**src/hw/rtl/tdpt_pkg.sv**
```systemverilog
// Shared types for the trial-division primality tester.
`timescale 1ns / 1ps

package tdpt_pkg;

    // Sequencer states, one-hot
    typedef enum logic [2:0] {
        S_IDLE = 3'b001,
        S_DIV  = 3'b010,
        S_DONE = 3'b100
    } state_t;

    // Status handed from the divider to the sequencer
    typedef struct packed {
        logic done;      // quotient and remainder final this cycle
        logic rem_zero;  // divisor divides exactly
    } div_stat_t;

endpackage

```
**src/hw/rtl/tdpt_div.sv**
```systemverilog
// Restoring radix-2 divider: one quotient bit per cycle.
`timescale 1ns / 1ps

module tdpt_div #(
    parameter int WIDTH = 32
) (
    input  logic               clk,
    input  logic               rst_n,
    input  logic               start,
    input  logic [WIDTH-1:0]   dividend,
    input  logic [WIDTH-1:0]   divisor,
    output logic [WIDTH-1:0]   quotient,
    output tdpt_pkg::div_stat_t stat
);

    localparam int CNT_W = $clog2(WIDTH + 1);

    logic [CNT_W-1:0] cnt_reg, cnt_next;
    logic             done_reg, done_next;
    logic [WIDTH-1:0] quo_reg, quo_next;
    logic [WIDTH-1:0] rem_reg, rem_next;
    logic [WIDTH-1:0] dvs_reg, dvs_next;

    logic [WIDTH:0]   trial;
    logic [WIDTH+1:0] diff;

    // partial remainder with the next dividend bit shifted in
    assign trial = {rem_reg, quo_reg[WIDTH-1]};
    assign diff  = {1'b0, trial} - {2'b00, dvs_reg};

    always_comb
    begin
        cnt_next  = cnt_reg;
        done_next = 1'b0;
        quo_next  = quo_reg;
        rem_next  = rem_reg;
        dvs_next  = dvs_reg;
        if (start)
        begin
            cnt_next = CNT_W'(WIDTH);
            quo_next = dividend;
            rem_next = '0;
            dvs_next = divisor;
        end
        else if (cnt_reg != '0)
        begin
            cnt_next  = cnt_reg - CNT_W'(1);
            done_next = (cnt_reg == CNT_W'(1));
            if (!diff[WIDTH+1])
            begin
                rem_next = diff[WIDTH-1:0];
                quo_next = {quo_reg[WIDTH-2:0], 1'b1};
            end
            else
            begin
                rem_next = trial[WIDTH-1:0];
                quo_next = {quo_reg[WIDTH-2:0], 1'b0};
            end
        end
    end

    always_ff @(posedge clk or negedge rst_n)
    begin
        if (!rst_n)
        begin
            cnt_reg  <= '0;
            done_reg <= 1'b0;
        end
        else
        begin
            cnt_reg  <= cnt_next;
            done_reg <= done_next;
        end
    end

    always_ff @(posedge clk)
    begin
        quo_reg <= quo_next;
        rem_reg <= rem_next;
        dvs_reg <= dvs_next;
    end

    assign quotient      = quo_reg;
    assign stat.done     = done_reg;
    assign stat.rem_zero = (rem_reg == '0);

endmodule

```
**config.mk**
```make
export PLATFORM = sky130hd
export DESIGN_NAME = tdpt_div
export DESIGN_NICKNAME = d
export VERILOG_FILES = /design/src/hw/rtl/tdpt_pkg.sv /design/src/hw/rtl/tdpt_div.sv
export SDC_FILE = /design/constraint.sdc
export NUM_CORES = 1
export LEC_CHECK = 0
export ABC_AREA = 1
export BUFFER_PORTS_ARGS = -buffer_cell sky130_fd_sc_hd__buf_4
export CAP_MARGIN = 20
export CORE_MARGIN = 8
export CORE_UTILIZATION = 48
export CTS_BUF_LIST = sky130_fd_sc_hd__clkbuf_8
export CTS_CLUSTER_SIZE = 14
export DETAILED_ROUTE_END_ITERATION = 8
export HOLD_SLACK_MARGIN = 0.03
export PLACE_DENSITY = 0.69
export SLEW_MARGIN = 20
export SYNTH_ARGS = -nofsm -noshare
export SYNTH_HDL_FRONTEND = slang
export SYNTH_SLANG_ARGS = --single-unit
```
**constraint.sdc**
```tcl
create_clock -name clk -period 3.3 [get_ports clk]
set_input_delay 0.66 -clock clk [delete_from_list [all_inputs] [get_ports clk]]
set_output_delay 0.66 -clock clk [all_outputs]
set_load 0.005 [all_outputs]
```
Yosys cells after proc, flatten, opt, wreduce, memory -nomap -nowiden
Cells that the tools add are included.

operators by class
  add/subtract/negate cells = 2
  $mul = 0
  divide/modulo/power cells = 0
  $lt $le $gt $ge = 0
  eq/ne operators = 1
  shift operators = 0
  muxes and demuxes = 8
  bitwise operators = 0
  reduce and logical (&&, ||, !) cells = 3

operators by type and width
  cell                   count
  $mux W32               3
  $sub A33 B32 Y34       1
  $logic_not A32 Y1      1
  $mux W6                2
  $eq A6 B1 Y1 const B   1
  $reduce_bool A6 Y1     1
  $sub A6 B1 Y6 const B  1
  $mux W1                3
  $reduce_bool A2 Y1     1

storage, ports and cells
  flip-flop bits (word level) = 103
  bits in latches = 0
  RAM bits = 0
  bits in read-only memories = 0
  bits of input ports = 67
  output and inout port bits = 34
  word-level logic and storage cells = 19
  memories = 0

Longest topological paths before layout
  depth after elaboration = 4
  gate-level depth with buffers = 17
  mapped depth without buffers = 16

Least setup slack after synthesis
OpenSTA, ideal clock, no wires.

  path kind = register to register
  from = register quo_reg[31], in the netlist quotient[31]
  to = register rem_reg[28]
  setup time = 112 ps
  arrival time = 1908 ps
  data required time = 3188 ps
  setup slack = 1280 ps
  cell stages (with the launch flop) = 17
  path buffers = 0
  period minus slack after synthesis = 2020 ps
  cells stage by stage = edfxtp_1 > inv_1 > ha_1 > inv_1 > fa_1 > nand3_1 > nand3_1 > nand2_1 > nand2_1 > nand2_1 > nand2_1 > nand2_1 > nand2_1 > nand2_1 > nand3_1 > nand2_1 > nand2_1

on the way
  cells in the longest elaborated chain, start to end = 2

ends and longest elaborated chain
  element                 RTL line        source
  from (decl)             tdpt_div.sv:20  logic [WIDTH-1:0] quo_reg, quo_next;
  from (signal assigned)  tdpt_div.sv:78  quo_reg <= quo_next;
  $sub A33 B32 Y34        tdpt_div.sv:29  assign diff = {1'b0, trial} - {2'b00, dvs_reg};
  $mux W32                tdpt_div.sv:49  if (!diff[WIDTH+1])
  to (signal assigned)    tdpt_div.sv:79  rem_reg <= rem_next;
  to (decl)               tdpt_div.sv:21  logic [WIDTH-1:0] rem_reg, rem_next;

Every way passes these cells.
A chain may end at the register's enable or synchronous reset.

==> summary.md <==
| Metric | Value |
|---|---|
| Worst-skew pair later-pin latency | `roughly 0.41 ns` |
| Clk pin slew, worst setup/hold paths | `around 0.12 ns` |
| GRT Total Usage | `0.207` |
| Routed Antenna Nets | `0` |
| Distinct cells, synth | `38` |
| Seq/Total Area, Yosys | `0.396` |
| Final worst path period need | `approximately 2.6 ns` |
| Number of global-route vias before repair | `6064` |
| Sw power | `2.41 mW` |
| Iter 0 DRT Violations | `about 430` |
| Flop pwr share | `0.349` |
| Highest Clock Rate | `approximately 0.38 GHz` |
| Critical path peak fanout | `4` |
| Congestion Overflow GR | `0` |
| Setup TNS | `0 ns` |
| Seq cells post-synth | `roughly 100` |
| Num rows | `44` |
| Synthesized area per cell | `6.95 µm²` |
| Grt peak-use layer | `met2` |
| GR Util met2 | `0.308` |
| Post-Route Utilization | `0.560` |
| Hold WC Path Type | `input port to register` |
| WHS | `0.417 ns` |
| Final nets | `about 1200` |
| Max-slew headroom | `0.290` |
| GR Layer Usage met1 | `0.270` |
| Die area | `~19000 µm²` |
| Final setup fails | `0` |
| Clock buffer depth | `2` |
| Clock power share | `0.153` |
| Largest net degree at the start of global routing | `65` |
| Core box area | `14300 µm²` |
| I/O pin count | `101` |
| N_diodes | `0` |
| Syn Nets | `1098` |
| Yosys top cell area share | `0.278` |
| Area Growth Syn to Fin | `15.7%` |
| Vias | `approximately 6300` |
| Max cap viols | `0` |
| Least-Margin Pin Slew | `1.06 ns` |
| Root Driver | `clkbuf_8` |
| Pwr/cell area | `677 nW/µm²` |
| CP Capture Type | `primary output` |
| RSZ-0062 raised after global routing | `no` |
| Synthesized area | `6920 µm²` |
| First-pass GRT wire length | `slightly above 30000 µm` |
| Final hold vios | `0` |
| Top post-synthesis cells by area | `edfxtp_1 28%, nand2_1 22%, inv_1 9.4%, dfxtp_1 9.3%, ha_1 6.1%` |
| Placer Congestion | `around 0.99` |
| Yosys top cell by area | `edfxtp_1` |
| Die height | `~140 µm` |
| Initial antenna violation count | `0` |
| Initial Utilization | `0.483` |
| Wirelength per Cell | `between 10 and 15 µm` |
| Hpwl dp | `approximately 14000 µm` |
| Drt total wl | `18300 µm` |
| Post-Syn Instances | `996` |
| Worst vdd ir | `366 µV` |
| Port Buffer Count | `100` |
| Number of H-tree levels | `3` |
| Leak | `4.35 nW` |
| Final max-slew violation count | `0` |
| CTS sink count | `103` |
| Comb power frac | `0.498` |
| Layout cells sized above 1 | `0.132` |
| First drt pass iteration count | `5` |
| Switch share | `0.444` |
| CP Launch Type | `register` |
| GR Layer Usage met3 | `0.0758` |
| Fin crit share | `0.797` |
| Yosys warning total | `0` |
| Average vias per placed instance | `4.89` |
| CTS tree | `yes` |
| Status | `finished clean` |
| DRC violations left | `0` |
| Int Power | `about 3.0 mW` |
| Chip Width | `136 µm` |
| Worst Path Arrival | `~2 ns` |
| CTS Buf Count | `9` |
| # resized after CTS | `0` |
| CP required | `roughly 2.6 ns` |
| Kind of critical path | `register to primary output` |
| Clock skew | `0.0186 ns` |
[metal layers]
layer / up-vias / share of wire / routed length, µm
li1: 3282 / - / -
met3: 30 / 0.093 / 1700
met2: 183 / 0.42 / 7600
met4: 0 / 0.024 / 444
met5: - / 0 / 0
met1: 2757 / 0.47 / 8540
[layout make-up]
class	count	area, µm²
fillers	1429	6300
flip-flops and latches	103	2740
clock inverters	7	75.1
clock buffers	9	124
well taps	184	230
inverters	184	691
repair buffers	106	798
multi-input cells	686	3350
[cells in the mapped netlist]
master      n
o22ai_1     1
nand3b_1   16
a31oi_1     2
buf_6       5
nor2_2      2
a211oi_1    1
nor2_8      1
o21ai_0     3
nor3_2      2
dfrtp_1     7
a21boi_0    1
nor2_1     47
clkinv_1    4
and2_1      2
buf_4       1
nor3_1      4
ha_1       34
nand2_2     5
buf_1       1
dfxtp_1    32
nand3_1    83
clkbuf_1    8
nor2_4      2
inv_2       6
fa_1        1
nor4_1      9
nand4_1    12
a21oi_1    16
xnor2_1    16
edfxtp_1   64
nand2_4     2
inv_1     174
a21oi_2     2
buf_2       8
nand3_2     2
o21bai_1    2
nand2_1   407
o21ai_1    11
[kinds of logic (layout without fill, tap and decap cells)]
group           Yosys count  in the layout  synth area share
simple gates            596            596             0.369
xor+xnor                 16             16            0.0202
fa+ha+maj                35             35            0.0644
buf+inv                 207            306             0.120
compound gates           39             39            0.0313
flops                   103            103             0.396
[stage by stage]
stage               power, mW  setup slack (ns)  area (µm²)  cells
floorplan                3.88              1.28        6920    996
global placement         4.59             0.812        7800   1262
detailed placement       4.60             0.791        7800   1262
CTS                      5.45             0.683        8010   1279
global route             5.91             0.416        8010   1279
finish                   5.43             0.671        8010   1279
[power groups by stage]
| stage | sequential (mW) | clock [mW] | combinational (mW) |
|---|---|---|---|
| after floorplan | 1.86 | 0 | 2.02 |
| after global placement | 1.91 | 0 | 2.68 |
| after detailed placement | 1.91 | 0 | 2.69 |
| after CTS | 1.89 | 0.852 | 2.70 |
| after global routing | 1.93 | 0.893 | 3.08 |
| final | 1.89 | 0.828 | 2.70 |
[cell usage in the layout (no fill, tap or decap), drive strengths merged]
master,instances
nand2,414
inv,183
buf,105
nand3,85
edfxtp,64
nor2,52
ha,34
dfxtp,32
a21oi,18
nand3b,16
xnor2,16
o21ai,14
nand4,12
nor4,9
clkbuf,9
clkinv,8
dfrtp,7
nor3,6
o21bai,2
a31oi,2
and2,2
a21boi,1
a211oi,1
o22ai,1
fa,1
dlygate4sd3,1
[worst max-delay path: stages (launching register included)]
cell and delay, ns:
dfxtp_1 0.36, nor4_1 0.61, nand4_1 0.29, nor2_1 0.18, buf_4 0.13
[worst paths after layout]
path                        startpoint  depth (start not counted)  slack [ns]          end
min in group asynchronous        rst_n                          2        0.58   cnt_reg[2]
max reg2reg                 cnt_reg[1]                         11        0.70  rem_reg[30]
max in group asynchronous        rst_n                          2        2.59   cnt_reg[0]
min                        divisor[17]                          1        0.42  dvs_reg[17]
max                        rem_reg[24]                          4        0.67      stat[0]
min reg2reg                rem_reg[18]                          2        0.50  rem_reg[18]
[what timing repair did]
action,in CTS,in global routing
hold endpoints to repair,5,0
hold buffers,1,0
buffers inserted,0,0
(Power assumes the default switching activity.)
